File: config.mk
export PLATFORM = sky130hd
export DESIGN_NAME = additive_random_range_draw
export DESIGN_NICKNAME = d
export VERILOG_FILES = /design/src/rtl/arrd_pkg.sv /design/src/rtl/arrd_cell.sv /design/src/rtl/arrd_lcg.sv /design/src/rtl/arrd_rem.sv /design/src/rtl/additive_random_range_draw.sv
export SDC_FILE = /design/constraint.sdc
export NUM_CORES = 2
export LEC_CHECK = 0
export BUFFER_PORTS_ARGS = -buffer_cell sky130_fd_sc_hd__buf_4
export CORE_ASPECT_RATIO = 1.1
export CORE_MARGIN = 1
export CORE_UTILIZATION = 65
export CTS_BUF_LIST = sky130_fd_sc_hd__clkbuf_8
export CTS_CLUSTER_DIAMETER = 100
export DETAILED_ROUTE_END_ITERATION = 8
export PLACE_DENSITY = 0.83
export RECOVER_POWER = 100
export REMOVE_ABC_BUFFERS = 1
export SYNTH_ARGS = -nofsm -noshare
export SYNTH_HDL_FRONTEND = slang
export SYNTH_SLANG_ARGS = --single-unit
File: constraint.sdc
create_clock -name clk -period 32.6 [get_ports clk]
set_clock_uncertainty 0.15 [all_clocks]
set_input_delay 6.52 -clock clk [delete_from_list [all_inputs] [get_ports clk]]
set_output_delay 6.52 -clock clk [all_outputs]
set_load 0.02 [all_outputs]
File: src/rtl/arrd_pkg.sv
// Shared types and constants for the additive range draw generator.
`default_nettype none

package arrd_pkg;

  localparam int WORD_W      = 32;
  localparam int RING_WORDS  = 31;
  localparam int FRONT_POS   = 3;
  localparam int FILL_W      = $clog2(RING_WORDS);
  localparam int DIVIDEND_W  = WORD_W - 1;
  localparam int LCG_MUL_W   = 15;
  localparam int PROD_W      = WORD_W + LCG_MUL_W;

  localparam logic [LCG_MUL_W-1:0] LCG_MUL = 15'd16807;
  localparam logic [WORD_W-1:0]    LCG_MOD = 32'h7FFF_FFFF;

  // Command codes
  localparam logic [1:0] KIND_DRAW   = 2'd0;
  localparam logic [1:0] KIND_UNSEED = 2'd1;
  localparam logic [1:0] KIND_CLOCK  = 2'd2;
  localparam logic [1:0] KIND_DIRECT = 2'd3;

  // Register indexes
  localparam logic CFG_DEFAULT_SEED  = 1'b0;
  localparam logic CFG_SEED_EXPLICIT = 1'b1;

  typedef enum logic [2:0] {
    ST_IDLE,
    ST_MUL,
    ST_RED,
    ST_WARM,
    ST_DRAW,
    ST_DIV
  } state_t;

  typedef struct packed {
    logic shift;
    logic add;
  } cell_ctl_t;

endpackage

`default_nettype wire

File: src/rtl/arrd_cell.sv
// One word cell of the rotating ring.
`default_nettype none

module arrd_cell (
  input  wire logic                         clk,
  input  wire arrd_pkg::cell_ctl_t          ctl,
  input  wire logic [arrd_pkg::WORD_W-1:0]  shift_in,
  input  wire logic [arrd_pkg::WORD_W-1:0]  add_in,
  output logic      [arrd_pkg::WORD_W-1:0]  word
);

  logic [arrd_pkg::WORD_W-1:0] addend;

  assign addend = ctl.add ? add_in : '0;

  // Take the neighbor's word, optionally summed with the rear word
  always_ff @(posedge clk) begin
    if (ctl.shift) begin
      word <= shift_in + addend;
    end
  end

endmodule

`default_nettype wire

File: src/rtl/arrd_lcg.sv
// Seed word generator: multiply by 16807 and fold modulo 2^31-1.
`default_nettype none

module arrd_lcg (
  input  wire logic                         clk,
  input  wire logic                         load,
  input  wire logic [arrd_pkg::WORD_W-1:0]  seed,
  input  wire logic                         mul,
  input  wire logic                         red,
  output logic      [arrd_pkg::WORD_W-1:0]  word
);

  logic [arrd_pkg::PROD_W-1:0] prod;
  logic [arrd_pkg::WORD_W-1:0] fold;
  logic [arrd_pkg::WORD_W-1:0] fold_sub;
  logic [arrd_pkg::WORD_W-1:0] reduced;

  // 2^31 is 1 modulo 2^31-1: add the high part into the low part
  assign fold = {1'b0, prod[arrd_pkg::WORD_W-2:0]}
              + arrd_pkg::WORD_W'(prod[arrd_pkg::PROD_W-1:arrd_pkg::WORD_W-1]);
  assign fold_sub = fold - arrd_pkg::LCG_MOD;
  assign reduced  = (fold >= arrd_pkg::LCG_MOD) ? fold_sub : fold;

  always_ff @(posedge clk) begin
    if (load) begin
      word <= (seed == '0) ? arrd_pkg::WORD_W'(1) : seed;
    end else if (red) begin
      word <= reduced;
    end
    if (mul) begin
      prod <= arrd_pkg::PROD_W'(word) * arrd_pkg::PROD_W'(arrd_pkg::LCG_MUL);
    end
  end

endmodule

`default_nettype wire

File: src/rtl/arrd_rem.sv
// Restoring remainder unit, one dividend bit per cycle.
`default_nettype none

module arrd_rem (
  input  wire logic                             clk,
  input  wire logic                             rst,
  input  wire logic                             start,
  input  wire logic [arrd_pkg::DIVIDEND_W-1:0]  dividend,
  input  wire logic [arrd_pkg::WORD_W-1:0]      divisor,
  output logic                                  done,
  output logic      [arrd_pkg::WORD_W-1:0]      remainder
);

  localparam int CNT_W = $clog2(arrd_pkg::DIVIDEND_W);
  localparam logic [CNT_W-1:0] CNT_LAST = CNT_W'(arrd_pkg::DIVIDEND_W - 1);

  logic                              run;
  logic [CNT_W-1:0]                  cnt;
  logic [arrd_pkg::DIVIDEND_W-1:0]   dvd;
  logic [arrd_pkg::WORD_W-1:0]       dsr;
  logic [arrd_pkg::WORD_W:0]         trial;
  logic [arrd_pkg::WORD_W:0]         diff;

  assign trial = {remainder, dvd[arrd_pkg::DIVIDEND_W-1]};
  assign diff  = trial - {1'b0, dsr};

  always_ff @(posedge clk) begin
    if (rst) begin
      run  <= 1'b0;
      done <= 1'b0;
      cnt  <= '0;
    end else begin
      done <= 1'b0;
      if (start) begin
        run <= 1'b1;
        cnt <= '0;
      end else if (run) begin
        cnt <= cnt + CNT_W'(1);
        if (cnt == CNT_LAST) begin
          run  <= 1'b0;
          done <= 1'b1;
        end
      end
    end
  end

  always_ff @(posedge clk) begin
    if (start) begin
      remainder <= '0;
      dvd       <= dividend;
      dsr       <= divisor;
    end else if (run) begin
      remainder <= diff[arrd_pkg::WORD_W] ? trial[arrd_pkg::WORD_W-1:0]
                                          : diff[arrd_pkg::WORD_W-1:0];
      dvd       <= {dvd[arrd_pkg::DIVIDEND_W-2:0], 1'b0};
    end
  end

`ifndef NO_ASSERTIONS
  a_nonzero_divisor: assert property (@(posedge clk) disable iff (rst)
    start |-> divisor != '0)
    else $error("remainder unit started with zero divisor");

  a_done_idle: assert property (@(posedge clk) disable iff (rst)
    done |-> !run)
    else $error("remainder done while still running");
`endif

endmodule

`default_nettype wire

File: src/rtl/additive_random_range_draw.sv
// Top level: additive lagged generator (lags 31 and 3) with range reduction.
// Draw on a seeded ring: done strobes once the 31-step remainder unit is done, or
// after the draw step alone for a full span. Seeding (kind 3, kind 2 if allowed,
// or a draw on an unseeded ring) fills the ring from the shared multiplier by
// multiply and reduce steps, then warms up. One item at a time; busy marks it.
// rst clears control state and control registers; ring words stay unknown until seeded.
// The receiver cannot stall: done is a one-cycle strobe with random_value.
`default_nettype none

module additive_random_range_draw #(
  parameter int WARMUP_STEPS = 310
) (
  input  wire logic         clk,
  input  wire logic         rst,
  input  wire logic         start,
  output logic              busy,
  input  wire logic [1:0]   kind,
  input  wire logic [31:0]  range_low,
  input  wire logic [31:0]  range_high,
  input  wire logic [31:0]  seed_value,
  output logic              done,
  output logic      [31:0]  random_value,
  input  wire logic         cfg_write,
  input  wire logic         cfg_index,
  input  wire logic [31:0]  cfg_data
);

  localparam int W = arrd_pkg::WORD_W;
  localparam int N = arrd_pkg::RING_WORDS;
  localparam int WARM_W = (WARMUP_STEPS > 1) ? $clog2(WARMUP_STEPS) : 1;
  localparam logic [WARM_W-1:0] WARM_LAST =
    WARM_W'((WARMUP_STEPS > 0) ? WARMUP_STEPS - 1 : 0);
  localparam logic [arrd_pkg::FILL_W-1:0] FILL_LAST = arrd_pkg::FILL_W'(N - 1);

  arrd_pkg::state_t state, state_next;

  // Control registers
  logic                          seeded;
  logic                          clock_seed_taken;
  logic [W-1:0]                  default_seed;
  logic                          seed_explicit;
  logic                          pend;
  logic [arrd_pkg::FILL_W-1:0]   fill_cnt;
  logic [WARM_W-1:0]             warm_cnt;

  // Word registers of the accepted item
  logic [W-1:0]                  low;
  logic [W-1:0]                  span;

  // Decoded control
  logic          accept;
  logic          clock_seed;
  logic          lcg_load;
  logic [W-1:0]  lcg_seed;
  logic          lcg_mul;
  logic          lcg_red;
  logic [W-1:0]  lcg_word;
  logic          ring_load;
  logic          ring_adv;
  logic          rem_start;
  logic          rem_done;
  logic [W-1:0]  rem_value;
  logic          finish;
  arrd_pkg::state_t after_fill;
  arrd_pkg::state_t after_seed;

  // Ring datapath
  logic [W-1:0]                  cell_word [N];
  logic [W-1:0]                  sum;
  logic [arrd_pkg::DIVIDEND_W-1:0] draw_v;
  logic [W-1:0]                  draw_add;

  assign busy       = (state != arrd_pkg::ST_IDLE);
  assign accept     = start && !busy;
  assign clock_seed = accept && (kind == arrd_pkg::KIND_CLOCK)
                      && !seed_explicit && !clock_seed_taken;

  // The ring is kept rotated so rear sits in cell 0 and front in FRONT_POS:
  // one advance sums front and rear and rotates everything by one cell.
  assign sum      = cell_word[arrd_pkg::FRONT_POS] + cell_word[0];
  assign draw_v   = sum[W-1:1];
  assign draw_add = (state == arrd_pkg::ST_DIV) ? rem_value : {1'b0, draw_v};

  for (genvar k = 0; k < N; k++) begin : g_cell
    logic [W-1:0]        nbr;
    arrd_pkg::cell_ctl_t ctl;

    if (k == N - 1) begin : g_tail
      // Tail takes new seed words while filling, else wraps from the head
      assign nbr = ring_load ? lcg_word : cell_word[0];
    end else begin : g_body
      assign nbr = cell_word[k + 1];
    end

    assign ctl.shift = ring_load || ring_adv;
    assign ctl.add   = ring_adv && (k == arrd_pkg::FRONT_POS - 1);

    arrd_cell u_cell (
      .clk      (clk),
      .ctl      (ctl),
      .shift_in (nbr),
      .add_in   (cell_word[0]),
      .word     (cell_word[k])
    );
  end

  arrd_lcg u_lcg (
    .clk  (clk),
    .load (lcg_load),
    .seed (lcg_seed),
    .mul  (lcg_mul),
    .red  (lcg_red),
    .word (lcg_word)
  );

  arrd_rem u_rem (
    .clk       (clk),
    .rst       (rst),
    .start     (rem_start),
    .dividend  (draw_v),
    .divisor   (span),
    .done      (rem_done),
    .remainder (rem_value)
  );

  // Next state and control decode
  always_comb begin
    state_next = state;
    lcg_load   = 1'b0;
    lcg_seed   = seed_value;
    lcg_mul    = 1'b0;
    lcg_red    = 1'b0;
    ring_load  = 1'b0;
    ring_adv   = 1'b0;
    rem_start  = 1'b0;
    finish     = 1'b0;
    after_seed = pend ? arrd_pkg::ST_DRAW : arrd_pkg::ST_IDLE;
    after_fill = (WARMUP_STEPS == 0) ? after_seed : arrd_pkg::ST_WARM;
    unique case (state)
      arrd_pkg::ST_IDLE: begin
        if (start) begin
          unique case (kind)
            arrd_pkg::KIND_DRAW: begin
              if (seeded) begin
                state_next = arrd_pkg::ST_DRAW;
              end else begin
                lcg_load   = 1'b1;
                lcg_seed   = default_seed;
                state_next = arrd_pkg::ST_MUL;
              end
            end
            arrd_pkg::KIND_UNSEED: begin
              state_next = arrd_pkg::ST_IDLE;
            end
            arrd_pkg::KIND_CLOCK: begin
              if (clock_seed) begin
                lcg_load   = 1'b1;
                lcg_seed   = seed_value | W'(1);
                state_next = arrd_pkg::ST_MUL;
              end
            end
            arrd_pkg::KIND_DIRECT: begin
              lcg_load   = 1'b1;
              state_next = arrd_pkg::ST_MUL;
            end
            default: state_next = arrd_pkg::ST_IDLE;
          endcase
        end
      end
      arrd_pkg::ST_MUL: begin
        // Push the current seed word in and form the next product
        lcg_mul   = 1'b1;
        ring_load = 1'b1;
        state_next = (fill_cnt == FILL_LAST) ? after_fill : arrd_pkg::ST_RED;
      end
      arrd_pkg::ST_RED: begin
        lcg_red    = 1'b1;
        state_next = arrd_pkg::ST_MUL;
      end
      arrd_pkg::ST_WARM: begin
        ring_adv = 1'b1;
        if (warm_cnt == WARM_LAST) begin
          state_next = after_seed;
        end
      end
      arrd_pkg::ST_DRAW: begin
        ring_adv = 1'b1;
        if (span == '0) begin
          // Full 32-bit span: use the value unreduced
          finish     = 1'b1;
          state_next = arrd_pkg::ST_IDLE;
        end else begin
          rem_start  = 1'b1;
          state_next = arrd_pkg::ST_DIV;
        end
      end
      arrd_pkg::ST_DIV: begin
        if (rem_done) begin
          finish     = 1'b1;
          state_next = arrd_pkg::ST_IDLE;
        end
      end
      default: state_next = arrd_pkg::ST_IDLE;
    endcase
  end

  // Control registers
  always_ff @(posedge clk) begin
    if (rst) begin
      state            <= arrd_pkg::ST_IDLE;
      seeded           <= 1'b0;
      clock_seed_taken <= 1'b0;
      default_seed     <= W'(1);
      seed_explicit    <= 1'b0;
      pend             <= 1'b0;
      fill_cnt         <= '0;
      warm_cnt         <= '0;
      done             <= 1'b0;
    end else begin
      state <= state_next;
      done  <= finish;
      if (cfg_write) begin
        unique case (cfg_index)
          arrd_pkg::CFG_DEFAULT_SEED: begin
            default_seed <= cfg_data;
            seeded       <= 1'b0;
          end
          arrd_pkg::CFG_SEED_EXPLICIT: begin
            seed_explicit <= cfg_data[0];
          end
          default: seed_explicit <= seed_explicit;
        endcase
      end
      if (accept) begin
        pend <= (kind == arrd_pkg::KIND_DRAW);
        if (kind == arrd_pkg::KIND_UNSEED) begin
          seeded <= 1'b0;
        end
      end
      if (clock_seed) begin
        clock_seed_taken <= 1'b1;
      end
      // Start of a seeding pass: mark seeded and restart the fill count
      if (lcg_load) begin
        seeded   <= 1'b1;
        fill_cnt <= '0;
      end else if (ring_load) begin
        fill_cnt <= fill_cnt + arrd_pkg::FILL_W'(1);
      end
      if (state == arrd_pkg::ST_WARM) begin
        warm_cnt <= warm_cnt + WARM_W'(1);
      end else begin
        warm_cnt <= '0;
      end
    end
  end

  // Item words and result word
  always_ff @(posedge clk) begin
    if (accept) begin
      low  <= range_low;
      span <= range_high - range_low + W'(1);
    end
    if (finish) begin
      random_value <= low + draw_add;
    end
  end

`ifndef NO_ASSERTIONS
  a_busy_seeded: assert property (@(posedge clk) disable iff (rst)
    busy |-> seeded)
    else $error("working on an item with an unseeded ring");

  a_done_source: assert property (@(posedge clk) disable iff (rst)
    done |-> ($past(state) == arrd_pkg::ST_DRAW || $past(state) == arrd_pkg::ST_DIV))
    else $error("result strobe outside a draw");

  a_seeded_draw: assert property (@(posedge clk) disable iff (rst)
    accept && kind == arrd_pkg::KIND_DRAW && seeded |=> state == arrd_pkg::ST_DRAW)
    else $error("seeded draw did not go straight to the draw step");
`endif

endmodule

`default_nettype wire

==> impl_metrics.csv <==
group,metric,value,unit
sta,max_freq,0.0535,GHz
clock_tree,cts_buffers,196,
final_layout,nets,5368,
clock_tree,cts_tree,"yes",
setup_path,r2r_cells,6,
yosys,synth.area.top_cells,"edfxtp_1 61%, ha_1 8.2%, fa_1 4.7%, dfxtp_1 3.1%, inv_1 2.6%",
sta,hold_viol,0,
setup_path,cp_max_fo,202,
die,die_area,94900,um2
sta,setup_viol,0,
grt,grt_use_total,27.5,%
status,outcome,"finished, violations left",
route,drc,0,
route,drt_iter0_drc,2903,
yosys,synth_area,60900,um2
yosys,ys_warn_count,0,
sta,post-route-min-period,18.68,ns
sta,setup-tns-final,0,ns
grt,grt_pass1_wl,197000,um
final_layout,multi_input_area,20200,um2
yosys,synth_edf_count,1230,
die,die_x,294,um
setup_path,arrival,19.00,ns
clock_tree,path_clk_slew,0.07,ns
sta,maxSlewHeadroom,-588,%
grt,grt-ovfl-total,0,
sta,rsz0062_at_grt,"false",
final_layout,drive_gt1_share,9.16,%
route,via_per_inst,5.91,
sta,tightest_slew,10.32,ns
grt,grt_pass1_vias,36100,
clock_tree,cts_hold_buffers,0,
placement,dp_hpwl,88600,um
die,die_h,323,um
die,rows,117,
clock_tree,cts_resized,0,
clock_tree,cts_root_buf,"clkbuf_8",
yosys,yosys.area.top_type,"edfxtp_1",
route,num_vias,36100,
yosys,synth-main-ff-cell,"edfxtp_1",
die,initial_utilization,65.7,%
yosys,async_flop_share,0,%
setup_path,r2r_start,"state[2]",
route,drt-total-wl,129000,um
die,ios,169,
clock_tree,cts_max_level,4,
route,drt.antenna.violating_nets,0,
final_layout,regArea,38800,um2
setup_path,timing.rr.end,"g_cell[7].u_cell.word[30]",
clock_tree,clk_latency,0.88,ns
sta,min_period_over_period,57.3,%
route,dr.pass1.iters,6,
min_path,holdCritPathClass,"flip-flop to flip-flop",
grt,grt_antenna_before_repair,8,
setup_path,critPathLaunchType,"flip-flop",
clock_tree,postCtsSetupBuffers,0,
setup_path,cp-end-kind,"flip-flop",
setup_path,crit_end,"g_cell[7].u_cell.word[30]",
yosys,synthCells,4384,
clock_tree,clock_path_buffers,3,
placement,portBuffers,168,
setup_path,crit_start,"state[2]",
sta,finalMaxSlewViolations,1406,
yosys,synth_seq_cells,1323,
placement,gp_congestion,0.926,
setup_path,crit_type,"flip-flop to flip-flop",
final_layout,fillers,5802,
route,wl_per_cell,21.1,um
grt,grt_max_degree,203,
final_layout,area_growth_syn_to_layout,10.5,%
yosys,synth.avg_cell_area,13.9,um2
yosys,synth.yosys.seq_area_share,63.7,%
setup_path,regToRegSetupSlack,13.92,ns
min_path,hold_path_depth,0,
clock_tree,clock_sinks,1323,
run,maxCapViolCount,19,
setup_path,cp.required,32.92,ns
status,violations,"max-capacitance violations, max-slew violations",
yosys,ys_types,89,
die,core,92700,um2
yosys,synth_top_area_share,60.7,%
==> synth_stat cells, types with 8 or more instances <==
cell / number
a2111oi_0: 8
a211o_1: 12
a211oi_1: 33
a21boi_0: 8
a21o_1: 87
a21oi_1: 247
a31oi_1: 24
and2_1: 48
and3_1: 40
clkbuf_1: 74
dfxtp_1: 93
edfxtp_1: 1230
fa_1: 144
ha_1: 400
inv_1: 425
mux2_2: 32
mux2i_1: 44
nand2_1: 276
nand2b_1: 44
nand3_1: 89
nand4_1: 20
nor2_1: 185
nor2b_1: 27
nor3_1: 60
nor3b_1: 13
nor4_1: 33
o2111ai_1: 8
o211ai_1: 25
o21a_1: 34
o21ai_0: 180
o21bai_1: 22
o22ai_1: 18
o31ai_1: 23
o32ai_1: 9
or2_2: 12
or3_1: 26
or4_1: 10
xnor2_1: 125
xor2_1: 67
==> sequential cells by signal, summed over array words and instances (netlist names), 3 cells and up <==
register	flops
default_seed	32
fill_cnt	5
g_cell.u_cell.word	992
low	32
random_value	32
span	32
state	3
u_lcg.prod	47
u_lcg.word	32
u_rem.cnt	5
u_rem.dsr	32
u_rem.dvd	31
u_rem.remainder	32
warm_cnt	9
==> cells in the final DEF, fill, tap and decap left out, drive strengths merged, types with 89 or more instances in the layout <==
cell	count
ha	400
nand2	277
inv	491
xnor2	125
a21oi	248
clkbuf	295
nor2	185
dfxtp	93
fa	144
buf	105
o21ai	182
nand3	89
edfxtp	1230
==> logic make-up after synthesis <==
family	after synthesis	synth area share (%)
AOI/OAI and AO/OA	821	8.62
xor gates and xnor gates	192	2.76
adders and majority gates	544	13.0
buffers and inverters	510	3.17
DFF	1323	63.7
muxes	76	1.32
and+or+nand+nor	918	7.45
==> worst max-delay path: stages (launching register included) <==
cell and delay, ns:
dfxtp_1 0.47, nor2b_1 0.38, nand2b_1 0.20, nand2_1 1.83, clkbuf_1 7.31, clkbuf_1 7.05, buf_12 0.57
==> cell type report <==
type                    count  area share, %
repair buffers            191           1.75
multi-input cells        2551           30.0
clock buffers             209           4.28
diodes                      4         0.0149
flip-flops and latches   1323           57.7
well taps                1249           2.32
clock inverters           157           1.59
inverters                 426           2.38
==> worst min path at each step <==
stage / startpoint / to / slack, ns
6_report: g_cell[16].u_cell.word[23] / g_cell[15].u_cell.word[23] / 0.25
5_1_grt: g_cell[28].u_cell.word[7] / g_cell[27].u_cell.word[7] / 0.25
4_1_cts: g_cell[16].u_cell.word[23] / g_cell[15].u_cell.word[23] / 0.25
3_5_place_dp: g_cell[11].u_cell.word[15] / g_cell[10].u_cell.word[15] / 0.25
3_3_place_gp: g_cell[9].u_cell.word[25] / g_cell[8].u_cell.word[25] / 0.25
2_1_floorplan: g_cell[1].u_cell.word[0] / g_cell[0].u_cell.word[0] / 0.25
==> per-stage QoR <==
stage	hold slack (ns)	instance area, um2	setup WS, ns	cells	util (%)
2_1_floorplan	0.250	60500	9.03	4300	-
3_3_place_gp	0.250	63600	22.02	5740	68.7
3_5_place_dp	0.255	63600	21.95	5740	68.7
4_1_cts	0.246	67600	22.78	6106	72.9
5_1_grt	0.249	67300	12.58	6108	72.6
6_report	0.250	67300	13.92	6110	72.6
==> per-layer routing <==
metal	vias up	wire (um)	global-route usage [%]	share of wire [%]
met5	-	21	0	0.016
met1	17600	50900	34.8	40
met3	327	9070	5.48	7.1
met4	4	5440	12.5	4.2
met2	1376	63300	45.9	49
li1	16800	-	-	-
Power is left out: the tool's default activity adds up to more than one toggle a clock period on the data nets, which glitch-free logic cannot reach.
